## src/rtl/core/slrd_pkg.sv

```systemverilog
`default_nettype none

package slrd_pkg;

  // Field and register widths
  localparam int DIM_W  = 13;
  localparam int SIZE_W = 24;
  localparam int POS_W  = 2 * DIM_W;
  localparam int ADDR_W = 24;
  localparam int ADDRESS_WIDTH_DEFAULT = 24;

  // Configuration register indexes
  localparam logic [1:0] CFG_SCREEN_WIDTH  = 2'd0;
  localparam logic [1:0] CFG_SCREEN_HEIGHT = 2'd1;
  localparam logic [1:0] CFG_BLOCK_SIZE    = 2'd2;

  // Register reset values
  localparam logic [DIM_W-1:0]  SCREEN_WIDTH_RESET  = 13'd640;
  localparam logic [DIM_W-1:0]  SCREEN_HEIGHT_RESET = 13'd480;
  localparam logic [SIZE_W-1:0] BLOCK_SIZE_RESET    = 24'd0;

  // Result status codes
  localparam logic [1:0] STATUS_RUN   = 2'd0;
  localparam logic [1:0] STATUS_DONE  = 2'd1;
  localparam logic [1:0] STATUS_ERROR = 2'd2;

  // Block layout
  localparam logic [SIZE_W-1:0] MIN_BLOCK_SIZE = 24'd10;
  localparam logic [SIZE_W-1:0] COL_LAST_BYTE  = 24'd3;
  localparam logic [SIZE_W-1:0] ROW_LAST_BYTE  = 24'd7;
  localparam logic [15:0]       RUN_LEN_MASK   = 16'h7FFF;
  localparam logic [15:0]       LITERAL_FLAG   = 16'h8000;

  typedef struct packed {
    logic [7:0] data_byte;
    logic       first_byte;
  } item_t;

  typedef struct packed {
    logic              write_enable;
    logic [ADDR_W-1:0] pixel_address;
    logic [7:0]        pixel_value;
    logic [1:0]        status;
  } result_t;

  typedef struct packed {
    logic [DIM_W-1:0]  screen_width;
    logic [DIM_W-1:0]  screen_height;
    logic [SIZE_W-1:0] block_size;
  } cfg_t;

endpackage

`default_nettype wire

```

## src/rtl/core/slrd_cfg.sv

```systemverilog
`default_nettype none

module slrd_cfg (
  input  wire logic                       clk,
  input  wire logic                       rst,
  input  wire logic                       cfg_valid,
  output logic                            cfg_ready,
  input  wire logic [1:0]                 cfg_index,
  input  wire logic [slrd_pkg::SIZE_W-1:0] cfg_data,
  output slrd_pkg::cfg_t                  cfg
);
  import slrd_pkg::*;

  // Always able to take a register write
  assign cfg_ready = 1'b1;

  // Store the addressed register, drop writes beyond the list
  always_ff @(posedge clk) begin
    if (rst) begin
      cfg.screen_width  <= SCREEN_WIDTH_RESET;
      cfg.screen_height <= SCREEN_HEIGHT_RESET;
      cfg.block_size    <= BLOCK_SIZE_RESET;
    end else if (cfg_valid && cfg_ready) begin
      case (cfg_index)
        CFG_SCREEN_WIDTH:  cfg.screen_width  <= cfg_data[DIM_W-1:0];
        CFG_SCREEN_HEIGHT: cfg.screen_height <= cfg_data[DIM_W-1:0];
        CFG_BLOCK_SIZE:    cfg.block_size    <= cfg_data;
        default: ;
      endcase
    end
  end

endmodule

`default_nettype wire

```

## src/rtl/core/slrd_core.sv

```systemverilog
`default_nettype none

module slrd_core #(
  parameter int ADDRESS_WIDTH = slrd_pkg::ADDRESS_WIDTH_DEFAULT
) (
  input  wire logic            clk,
  input  wire logic            rst,
  input  wire logic            item_valid,
  output logic                 item_stall,
  input  wire slrd_pkg::item_t item,
  input  wire slrd_pkg::cfg_t  cfg,
  input  wire logic            room,
  output logic                 push,
  output slrd_pkg::result_t    push_data
);
  import slrd_pkg::*;

  typedef enum logic [2:0] {
    PH_IDLE,
    PH_HEADER,
    PH_FLAG_LO,
    PH_FLAG_HI,
    PH_LITERAL
  } phase_t;

  // Input register
  logic  ivalid;
  item_t ipay;

  // Parse state
  phase_t            phase, phase_next;
  logic [SIZE_W-1:0] bytes_seen, bytes_seen_next;
  logic [31:0]       header_word, header_word_next;
  logic [31:0]       start_column, start_column_next;
  logic [7:0]        flag_low_byte, flag_low_byte_next;
  logic [POS_W-1:0]  write_position, write_position_next;
  logic [14:0]       run_left, run_left_next;
  logic              block_finished, block_finished_next;

  logic              fire;
  logic [SIZE_W-1:0] pos, seen_inc, left;
  logic [31:0]       hw_new;
  logic              start_bad;
  logic [POS_W-1:0]  start_pos, screen, room_left, amask;
  logic [15:0]       flag;
  logic [14:0]       count, run_dec;
  phase_t            ph_eff;
  logic              stop, wrote;

  assign fire       = ivalid && room;
  assign item_stall = ivalid && !room;

  // Datapath terms shared by the phases
  always_comb begin
    pos       = ipay.first_byte ? '0 : bytes_seen;
    seen_inc  = pos + 24'd1;
    hw_new    = (ipay.first_byte ? 32'd0 : header_word) |
                ({24'd0, ipay.data_byte} << {pos[1:0], 3'b000});
    start_bad = start_column[31] || hw_new[31] ||
                (start_column >= {19'd0, cfg.screen_width}) ||
                (hw_new >= {19'd0, cfg.screen_height});
    start_pos = {13'd0, hw_new[DIM_W-1:0]} * {13'd0, cfg.screen_width} +
                {13'd0, start_column[DIM_W-1:0]};
    screen    = {13'd0, cfg.screen_width} * {13'd0, cfg.screen_height};
    room_left = (screen > write_position) ? screen - write_position : '0;
    left      = (cfg.block_size > seen_inc) ? cfg.block_size - seen_inc : '0;
    flag      = {ipay.data_byte, flag_low_byte};
    count     = flag[14:0] & RUN_LEN_MASK[14:0];
    run_dec   = run_left - 15'd1;
    ph_eff    = ipay.first_byte ? PH_HEADER : phase;
    for (int i = 0; i < POS_W; i++) begin
      amask[i] = (i < ADDRESS_WIDTH);
    end
  end

  // Advance the parse by one byte
  always_comb begin
    phase_next          = phase;
    bytes_seen_next     = bytes_seen;
    header_word_next    = header_word;
    start_column_next   = start_column;
    flag_low_byte_next  = flag_low_byte;
    write_position_next = write_position;
    run_left_next       = run_left;
    block_finished_next = block_finished;
    push                = 1'b0;
    push_data           = '0;
    stop                = 1'b0;
    wrote               = 1'b0;

    if (fire) begin
      if (ipay.first_byte && cfg.block_size < MIN_BLOCK_SIZE) begin
        // Block too short: abandon at once
        bytes_seen_next     = '0;
        header_word_next    = '0;
        run_left_next       = '0;
        block_finished_next = 1'b1;
        phase_next          = PH_IDLE;
        push                = 1'b1;
        push_data.status    = STATUS_ERROR;
      end else if (ipay.first_byte || !block_finished) begin
        bytes_seen_next     = seen_inc;
        block_finished_next = 1'b0;
        phase_next          = ph_eff;
        if (ipay.first_byte) begin
          header_word_next = '0;
          run_left_next    = '0;
        end
        case (ph_eff)
          PH_HEADER: begin
            header_word_next = hw_new;
            if (pos == COL_LAST_BYTE) begin
              start_column_next = hw_new;
              header_word_next  = '0;
            end else if (pos == ROW_LAST_BYTE) begin
              if (start_bad) begin
                stop             = 1'b1;
                push_data.status = STATUS_ERROR;
              end else begin
                write_position_next = start_pos;
                phase_next          = PH_FLAG_LO;
              end
            end
          end
          PH_FLAG_LO: begin
            flag_low_byte_next = ipay.data_byte;
            phase_next         = PH_FLAG_HI;
          end
          PH_FLAG_HI: begin
            if (flag == 16'd0) begin
              stop             = 1'b1;
              push_data.status = STATUS_DONE;
            end else if ({11'd0, count} > room_left) begin
              stop             = 1'b1;
              push_data.status = STATUS_ERROR;
            end else if ((flag & LITERAL_FLAG) != 16'd0) begin
              if ({9'd0, count} > left) begin
                stop             = 1'b1;
                push_data.status = STATUS_ERROR;
              end else if (count != 15'd0) begin
                run_left_next = count;
                phase_next    = PH_LITERAL;
              end else begin
                phase_next = PH_FLAG_LO;
              end
            end else begin
              write_position_next = write_position + {11'd0, count};
              phase_next          = PH_FLAG_LO;
            end
          end
          PH_LITERAL: begin
            wrote                   = 1'b1;
            push_data.write_enable  = 1'b1;
            push_data.pixel_address = ADDR_W'(write_position & amask);
            push_data.pixel_value   = ipay.data_byte;
            write_position_next     = write_position + 26'd1;
            run_left_next           = run_dec;
            if (run_dec == 15'd0) begin
              phase_next = PH_FLAG_LO;
            end
          end
          default: begin
            stop             = 1'b1;
            push_data.status = STATUS_ERROR;
          end
        endcase

        // Close the block on a verdict or when the byte count runs out
        if (stop) begin
          block_finished_next = 1'b1;
          phase_next          = PH_IDLE;
          push                = 1'b1;
        end else if (seen_inc >= cfg.block_size) begin
          block_finished_next = 1'b1;
          phase_next          = PH_IDLE;
          push                = 1'b1;
          push_data.status    = STATUS_ERROR;
        end else begin
          push             = wrote;
          push_data.status = STATUS_RUN;
        end
      end
    end
  end

  // Hold input beat and parse state
  always_ff @(posedge clk) begin
    if (rst) begin
      ivalid         <= 1'b0;
      phase          <= PH_IDLE;
      bytes_seen     <= '0;
      header_word    <= '0;
      start_column   <= '0;
      flag_low_byte  <= '0;
      write_position <= '0;
      run_left       <= '0;
      block_finished <= 1'b1;
    end else begin
      if (!item_stall) begin
        ivalid <= item_valid;
      end
      phase          <= phase_next;
      bytes_seen     <= bytes_seen_next;
      header_word    <= header_word_next;
      start_column   <= start_column_next;
      flag_low_byte  <= flag_low_byte_next;
      write_position <= write_position_next;
      run_left       <= run_left_next;
      block_finished <= block_finished_next;
    end
    if (!item_stall) begin
      ipay <= item;
    end
  end

endmodule

`default_nettype wire

```

## src/rtl/core/slrd_outbuf.sv

```systemverilog
`default_nettype none

module slrd_outbuf (
  input  wire logic              clk,
  input  wire logic              rst,
  input  wire logic              push,
  input  wire slrd_pkg::result_t push_data,
  output logic                   room,
  output logic                   result_valid,
  input  wire logic              result_stall,
  output slrd_pkg::result_t      result
);
  import slrd_pkg::*;

  // Skid entry behind the output register
  logic    skid_valid;
  result_t skid;
  logic    pop;

  assign room = !skid_valid;
  assign pop  = result_valid && !result_stall;

  // Fill the output register first, spill into the skid entry when it is held
  always_ff @(posedge clk) begin
    if (rst) begin
      result_valid <= 1'b0;
      skid_valid   <= 1'b0;
    end else if (push) begin
      if (!result_valid || pop) begin
        result_valid <= 1'b1;
      end else begin
        skid_valid <= 1'b1;
      end
    end else if (pop) begin
      result_valid <= skid_valid;
      skid_valid   <= 1'b0;
    end
    if (push) begin
      if (!result_valid || pop) begin
        result <= push_data;
      end else begin
        skid <= push_data;
      end
    end else if (pop) begin
      result <= skid;
    end
  end

endmodule

`default_nettype wire

```

## src/rtl/core/skip_literal_run_decoder_unit.sv

```systemverilog
`default_nettype none

// Skip/literal run decoder. Takes one byte of a run-coded overlay block per beat on
// the item channel (first_byte restarts the parse) and gives a result beat for every
// literal pixel write and one when the block ends, with status 1 on the zero
// terminator and 2 on any error. Other header and run-word bytes give no result,
// and bytes after the end are dropped until the next first byte. One byte is taken
// every cycle while the output buffer has room; a result passes the input register
// and one update of the parse state before it reaches the output register.
// A two-entry output buffer lets the input run on while one result waits.
// Registers (screen width, screen height, block size) are to be written on the cfg
// channel only while the block is idle; the block itself does not enforce this.
module skip_literal_run_decoder_unit #(
  parameter int ADDRESS_WIDTH = slrd_pkg::ADDRESS_WIDTH_DEFAULT
) (
  input  wire logic                        clk,
  input  wire logic                        rst,
  input  wire logic                        item_valid,
  output logic                             item_stall,
  input  wire slrd_pkg::item_t             item,
  output logic                             result_valid,
  input  wire logic                        result_stall,
  output slrd_pkg::result_t                result,
  input  wire logic                        cfg_valid,
  output logic                             cfg_ready,
  input  wire logic [1:0]                  cfg_index,
  input  wire logic [slrd_pkg::SIZE_W-1:0] cfg_data
);
  import slrd_pkg::*;

  cfg_t    cfg;
  logic    room;
  logic    push;
  result_t push_data;

  slrd_cfg u_cfg (
    .clk       (clk),
    .rst       (rst),
    .cfg_valid (cfg_valid),
    .cfg_ready (cfg_ready),
    .cfg_index (cfg_index),
    .cfg_data  (cfg_data),
    .cfg       (cfg)
  );

  slrd_core #(
    .ADDRESS_WIDTH (ADDRESS_WIDTH)
  ) u_core (
    .clk        (clk),
    .rst        (rst),
    .item_valid (item_valid),
    .item_stall (item_stall),
    .item       (item),
    .cfg        (cfg),
    .room       (room),
    .push       (push),
    .push_data  (push_data)
  );

  slrd_outbuf u_outbuf (
    .clk          (clk),
    .rst          (rst),
    .push         (push),
    .push_data    (push_data),
    .room         (room),
    .result_valid (result_valid),
    .result_stall (result_stall),
    .result       (result)
  );

`ifndef SYNTH
  // A beat without a pixel write always closes the block
  assert property (@(posedge clk) disable iff (rst)
    result_valid && !result.write_enable |-> result.status != STATUS_RUN)
    else $error("result without write carries running status");

  // A beat without a pixel write carries a cleared address and value
  assert property (@(posedge clk) disable iff (rst)
    result_valid && !result.write_enable |->
      result.pixel_address == '0 && result.pixel_value == 8'd0)
    else $error("non-write result carries pixel data");

  // The input holds only while the output buffer is backed up
  assert property (@(posedge clk) disable iff (rst)
    item_stall |-> result_valid && $past(result_valid))
    else $error("input stalled with output buffer not full");
`endif

endmodule

`default_nettype wire
```

## config.mk

```make
export PLATFORM = sky130hd
export DESIGN_NAME = skip_literal_run_decoder_unit
export DESIGN_NICKNAME = d
export VERILOG_FILES = /design/src/rtl/core/slrd_pkg.sv /design/src/rtl/core/slrd_cfg.sv /design/src/rtl/core/slrd_core.sv /design/src/rtl/core/slrd_outbuf.sv /design/src/rtl/core/skip_literal_run_decoder_unit.sv
export SDC_FILE = /design/constraint.sdc
export NUM_CORES = 2
export LEC_CHECK = 0
export BUFFER_PORTS_ARGS = -buffer_cell sky130_fd_sc_hd__buf_2
export CELL_PAD_IN_SITES_DETAIL_PLACEMENT = 1
export CELL_PAD_IN_SITES_GLOBAL_PLACEMENT = 1
export CORE_ASPECT_RATIO = 1.2
export CORE_UTILIZATION = 50
export CTS_CLUSTER_DIAMETER = 60
export DETAILED_ROUTE_END_ITERATION = 12
export GPL_TIMING_DRIVEN = 0
export PLACE_DENSITY = 0.9
export SLEW_MARGIN = 40
export SYNTH_ARGS = -nofsm -noshare
export SYNTH_HDL_FRONTEND = slang
export SYNTH_SLANG_ARGS = --single-unit
```

## constraint.sdc

```tcl
create_clock -name clk -period 28.1 [get_ports clk]
set_clock_uncertainty 0.2 [all_clocks]
set_input_delay 4.215 -clock clk [delete_from_list [all_inputs] [get_ports clk]]
set_output_delay 4.215 -clock clk [all_outputs]
set_load 0.01 [all_outputs]
```

======== Yosys cells after proc, flatten, opt, wreduce, memory -nomap -nowiden ========
Cells that the tools add are included.
word-level totals
  bits in registers ....................... 273
  logic and storage cells ................. 178
operators by class
  $add $sub $neg .......................... 7
  multiply operators ...................... 2
  $lt $le $gt $ge ......................... 8
  equal/unequal tests ..................... 16
  shift operators ......................... 1
  muxes and demuxes ....................... 86
  bitwise logic cells ..................... 3
  reduce and logical (&&, ||, !) cells .... 31
operators by type and width
  cell                     count
  $mux W26                 7
  $mux W35                 5
  $mux W32                 5
  $mux W15                 8
  $mux W24                 4
  $pmux W26 S3             1
  $mux W33                 2
  $ge A32 B13 Y1           2
  $mul A13 B13 Y26         2
  $mux W3                  14
  $or A32 B32 Y32          1
  $shl A8 B5 Y32           1
  $pmux W15 S2             1
  $add A26 B1 Y26 const B  1
  $add A26 B13 Y26         1
  $add A26 B15 Y26         1
  $gt A15 B26 Y1           1
  $gt A26 B26 Y1           1
  $mux W1                  26
  $sub A26 B26 Y26         1
  $add A24 B1 Y24 const B  1
  $eq A24 B2 Y1 const B    1
  $eq A24 B3 Y1 const B    1
  $ge A24 B24 Y1           1
  other kinds (31)         65

======== Depth between registers and ports, before layout ========
  word-level depth ........................ 19
  mapped depth ............................ 47
  mapped depth without buffers ............ 42

======== Modules after synthesis ========
From an unflattened synthesis, not the netlist that was laid out.
unflattened totals
  cells, all modules ...................... 3478
  area, all modules ....................... 29395.7 um2
by module, submodules not included
  module       times used  cells an instance  area an instance (um2)
  slrd_core    1           3155               24637.4
  slrd_outbuf  1           122                2658.8
  slrd_cfg     1           201                2099.5

======== Worst setup path before layout ========
OpenSTA, ideal clock, no wires.
  path type ............................... register to register
  start ................................... register u_cfg.cfg[44] (netlist name)
  end ..................................... register u_outbuf.result[0] (netlist name)
  setup time .............................. 442 ps
  arrival ................................. 11393 ps
  required time ........................... 27458 ps
  path slack .............................. 16065 ps
  cell stages (with the launch flop) ...... 45
  cell sequence ........................... dfxtp_1 -> inv_1 -> buf_1 -> nor2_1 -> fa_1 -> inv_1 -> fa_1 -> inv_1 -> fa_1 -> inv_1 -> fa_1 -> fa_1 -> inv_1 -> ha_1 -> or3_1 -> o221a_2 -> o41ai_1 -> o2111a_1 -> [9 not listed] -> nand4_1 -> o221ai_1 -> nor2_1 -> clkbuf_1 -> nand2_1 -> ha_1 -> and3_1 -> and4_1 -> o21a_1 -> a31oi_1 -> a21o_1 -> a2111oi_0 -> nand4_1 -> o32a_1 -> o21ai_1 -> a21oi_1 -> clkbuf_1 -> mux2i_1
on the way
  longest elaborated chain between the ends .. 16
  elaborated cells between the ends (all ways) .. 24
  classes of those cells .................. add/sub (1); mul (1); order compare (3); eq/ne (1); mux (14); reduce/logical (4)
ends and longest elaborated chain
  element                                                                     line                                text
  $mul A13 B13 Y26 / $ge A32 B13 Y1 (equally long branches)                   slrd_core.sv:64, slrd_core.sv:60
  $sub A26 B26 Y26, or another cell as far along                              slrd_core.sv:65                     room_left = (screen > write_position) ? screen - write_position : '0;
  $mux W26 / $logic_or A1 B1 Y1 (equally long branches)                       slrd_core.sv:65, slrd_core.sv:60
  $gt A15 B26 Y1 / $mux W1 (equally long branches)                            slrd_core.sv:133, slrd_core.sv:116
  $mux W1, on equally long branches                                           slrd_core.sv:133, slrd_core.sv:115
  $mux W1, on equally long branches                                           slrd_core.sv:130, slrd_core.sv:112
  $pmux W1 S3 (*)                                                             slrd_core.sv:109                    case (ph_eff)
  $mux W1 (*)                                                                 slrd_core.sv:101                    end else if (ipay.first_byte || !block_finished) begin
  $mux W1 (*)                                                                 slrd_core.sv:92                     if (ipay.first_byte && cfg.block_size < MIN_BLOCK_SIZE) begin
  $mux W1 (*)                                                                 slrd_core.sv:91                     if (fire) begin
  $mux W1 (*)                                                                 slrd_core.sv:169                    if (stop) begin
  $mux W1 (*)                                                                 slrd_core.sv:101
  $mux W1 (*)                                                                 slrd_core.sv:92
  $mux W1 (*)                                                                 slrd_core.sv:91
  $ne A2 B1 Y1 (no source line) / $reduce_bool A2 Y1 (equally long branches)  -
  $reduce_and A2 Y1 (no source line) (*)                                      -
Mark *: on every way between the ends. The rest lies on a longest branch, timed or not. The select of a mux whose other input is x is not followed.
A chain may end at the register's enable or synchronous reset.

======== Worst setup path after layout ========
  start ................................... register u_cfg.cfg[40] (netlist name)
  end ..................................... register u_outbuf.skid[31] in the netlist's numbering (enable)
on the way
  longest elaborated chain between the ends .. 15
  elaborated cells between the ends (all ways) .. 22
  classes of those cells .................. add/sub (1); mul (1); order compare (3); mux (14); reduce/logical (3)
ends and longest elaborated chain
  element                                                    line                                text
  $mul A13 B13 Y26 / $ge A32 B13 Y1 (equally long branches)  slrd_core.sv:64, slrd_core.sv:60
  $sub A26 B26 Y26, or another cell as far along             slrd_core.sv:65
  $mux W26 / $logic_or A1 B1 Y1 (equally long branches)      slrd_core.sv:65, slrd_core.sv:60
  $gt A15 B26 Y1 / $mux W1 (equally long branches)           slrd_core.sv:133, slrd_core.sv:116
  $mux W1, on equally long branches                          slrd_core.sv:133, slrd_core.sv:115
  $mux W1, on equally long branches                          slrd_core.sv:130, slrd_core.sv:112
  $pmux W1 S3 (*)                                            slrd_core.sv:109
  $mux W1 (*)                                                slrd_core.sv:101
  $mux W1 (*)                                                slrd_core.sv:92
  $mux W1 (*)                                                slrd_core.sv:91
  $mux W1 (*)                                                slrd_core.sv:169
  $mux W1 (*)                                                slrd_core.sv:101
  $mux W1 (*)                                                slrd_core.sv:92
  $mux W1 (*)                                                slrd_core.sv:91
  $reduce_and A2 Y1 (no source line) (*)                     -
  end signal, assigned                                       slrd_outbuf.sv:42                   skid <= push_data;
  end, declared                                              slrd_outbuf.sv:17                   result_t skid;
Marks and branches as above.

==> impl_metrics.ini <==
[global_routing]
grt_pass1_wl_um = 172000
first_global_vias = 30300
antenna_found_initial = 1
grtUsageTotal = 0.396
grt_overflow = 0
grt_max_degree = 20

[clocking]
clk_pin_slew_ns = 0.06
cts_tree = done
cts_setup_buffers = 0
cts_sinks = 273
hold_buffers = 0
post_cts_resized = 0
cts.path.max_buffers = 3
cts_root_buffer = clkbuf_16
h-tree-depth = 2
insertion_delay_ns = 0.58
cts_made_buffers = 34

[setup_path]
critPathArrivalTime_ns = 13.68
crit_type = reg2reg
critical_path.max_fanout = 19
cp-start-kind = register
cp_slowest_cell = clkbuf_1
endpoint_kind = register
worstPathRequired_ns = 28.18
critPathMaxStageDelay_ns = 0.64

[detailed_routing]
drc = 0
top_layer = met5
dr_wl_met2_um = 53600
wl_per_cell_um = 26.2
met3WireLength_um = 9340
viasPerCell = 6.39
vias = 27600
firstDrtPassIters = 5
drtAntennaViolNets = 0
wirelength_um = 113000
drt-met1-wl_um = 37500
drt_iter0_markers = 1882

[synthesis]
syn_nets = 4022
syn_avg_cell_area_sq_um = 8.25
yosysTopAreaCell = fa_1
netlist_area_sq_mm = 0.0284
synth_area_leaders = fa_1 (18%), dfxtp_1 (14%), ha_1 (13%)
ys_async_sr_fraction = 0
yosys_warnings = 0
synthCells = 3443
synth_top_area_frac = 0.179
ys.flop_type = dfxtp_1
ys_seq_area_frac = 0.220
synth-edff-count = 79
ys_ff_latch = 273
synth_cell_types = 83

[cells_and_area]
final_cells = 4312
area_growth_pct = 9.01
layout-drive-gt1-share = 0.0533
nets = 4138
n_fill_cell = 6905
postLayoutCellArea_sq_mm = 0.0309

[sta]
setup_slack_ns = 14.50
min_period_ns = 13.60
hold_viol = 0
post-route-period-util = 0.484
drv_slew = 0
fmax_mhz = 73.5
relSlewSlack = 0.392
rsz0062_at_grt = false
finalSetupViolations = 0
tns_ns = 0
worstMarginPinSlew_ns = 0.911

[placement]
placed_cell_area_sq_mm = 0.0298
io_buffers = 76
gp_congestion = 0.985
place_hpwl_um = 87600
dp_cells = 4250
preCtsSetupSlack_ns = 14.47

[die]
die_x_um = 220
die_height_um = 263
dieArea_sq_mm = 0.0577
start_util = 0.506
core-area_sq_mm = 0.0561
std_cell_rows = 95
design.portCount = 78

[power_and_ir_drop]
p_leak_nw = 14.0
ir_drop_mv = 0.0481
p_total_mw = 1.57
power_density_mw_per_mm2 = 50.7

[job]
cap_violations = 0

[hold_path]
hold_class = reg2reg

[status]
status = finished clean
## state kept, by name (all words and copies together) (netlist names)
signal                 flops
u_cfg.cfg                 50
u_core.block_finished      1
u_core.bytes_seen         24
u_core.count               7
u_core.flag                1
u_core.flag_low_byte       8
u_core.header_word        32
u_core.ipay                1
u_core.ivalid              1
u_core.phase               3
u_core.run_left           15
u_core.start_column       32
u_core.write_position     26
u_outbuf.result           35
u_outbuf.result_valid      1
u_outbuf.skid             35
u_outbuf.skid_valid        1
## cells in the mapped netlist (12+ instances only)
library cell,count
nand2_1,456
ha_1,285
a211oi_1,44
xor2_1,40
a21oi_1,252
nor4_1,30
o31ai_1,12
and2_1,62
or2_2,16
nand4_1,29
edfxtp_1,79
clkbuf_1,148
nor3_1,83
buf_1,16
inv_1,382
o211ai_1,25
and3_1,34
a22oi_1,34
nand3_1,61
mux2i_1,23
nor2_1,352
a21o_1,73
fa_1,254
o21ai_0,86
xnor2_1,66
a31oi_1,12
dfxtp_1,194
nor2b_1,33
o21a_1,30
nand2b_1,22
## critical path: cells and delay by family, from the launching register on
family | cells | cell delay, ns
simple gates | 10 | 2.72
compound gates | 17 | 4.09
xor+xnor | 1 | 0.24
flops | 1 | 0.30
buf+inv | 8 | 2.30
fa+ha+maj | 8 | 3.45
## cell type report
type                       instances  area, sq um  share of cell area
timing repair buffer              80          443              0.0143
multi-input combinational       2601        20000               0.648
inverter                         395         1480              0.0479
buffer                           174          677              0.0219
tap                              727          910              0.0294
antenna                            1         2.50           0.0000809
sequential                       273         6260               0.202
clock buffer                      47          971              0.0314
clock inverter                    14          164             0.00530
## cell families after synthesis
kind of cell | synth area share
AND/OR/NAND/NOR | 0.195
other | 0.000132
XOR/XNOR | 0.0327
multiplexers | 0.00851
adder cells (fa/ha/maj) | 0.305
flip-flops | 0.220
buffers and inverters | 0.0759
AO/OA/AOI/OAI | 0.163
## power by group
part | total, mW | switching (mW) | internal (mW)
sequential | 0.423 | 0.00899 | 0.414
combinational | 0.686 | 0.441 | 0.245
clock | 0.460 | 0.195 | 0.265
## per-stage QoR
| step | util | hold slack (ns) |
|---|---|---|
| floorplan | - | 0.231 |
| global placement | 0.529 | 0.240 |
| detailed placement | 0.531 | 0.248 |
| CTS | 0.551 | 0.258 |
| global route | 0.552 | 0.277 |
| finish | 0.552 | 0.254 |
## cells in the final DEF, fill, tap and decap left out, drive strengths merged, types with 11 or more instances in the layout
cell,netlist,final
nand2,456,456
mux2i,23,23
a22oi,34,34
o31ai,12,12
nand4,29,29
o21ai,91,91
o211ai,25,25
clkinv,9,13
and2,62,62
or2,16,16
nor2,352,352
nand2b,22,22
and3,34,34
buf,26,105
inv,386,393
ha,285,285
o21a,30,30
nand3,61,61
clkbuf,148,196
a21o,73,73
edfxtp,79,79
o21bai,11,11
a31oi,12,12
a21oi,252,252
xor2,40,40
a221oi,12,12
fa,254,254
dfxtp,194,194
nor4,31,31
xnor2,66,66
a2111oi,11,11
a211oi,44,44
nor3,83,83
nor2b,33,33
## per-layer routing
layer / vias to the layer above / track usage
li1: 11900 / -
met2: 1475 / 0.657
met4: 2 / 0.374
met1: 13500 / 0.404
met3: 673 / 0.0959
met5: - / 0
## worst paths after layout
| path | start | end | slack [ns] | depth (start not counted) |
|---|---|---|---|---|
| max | u_cfg.cfg[40] | u_outbuf.skid[31] | 14.50 | 44 |
| min | u_core.start_column[25] | u_core.start_column[25] | 0.25 | 2 |
| max reg2reg | u_cfg.cfg[40] | u_outbuf.skid[31] | 14.50 | 44 |
| min reg2reg | u_core.start_column[25] | u_core.start_column[25] | 0.25 | 2 |
No activity file was read; power rests on OpenSTA's default activity.
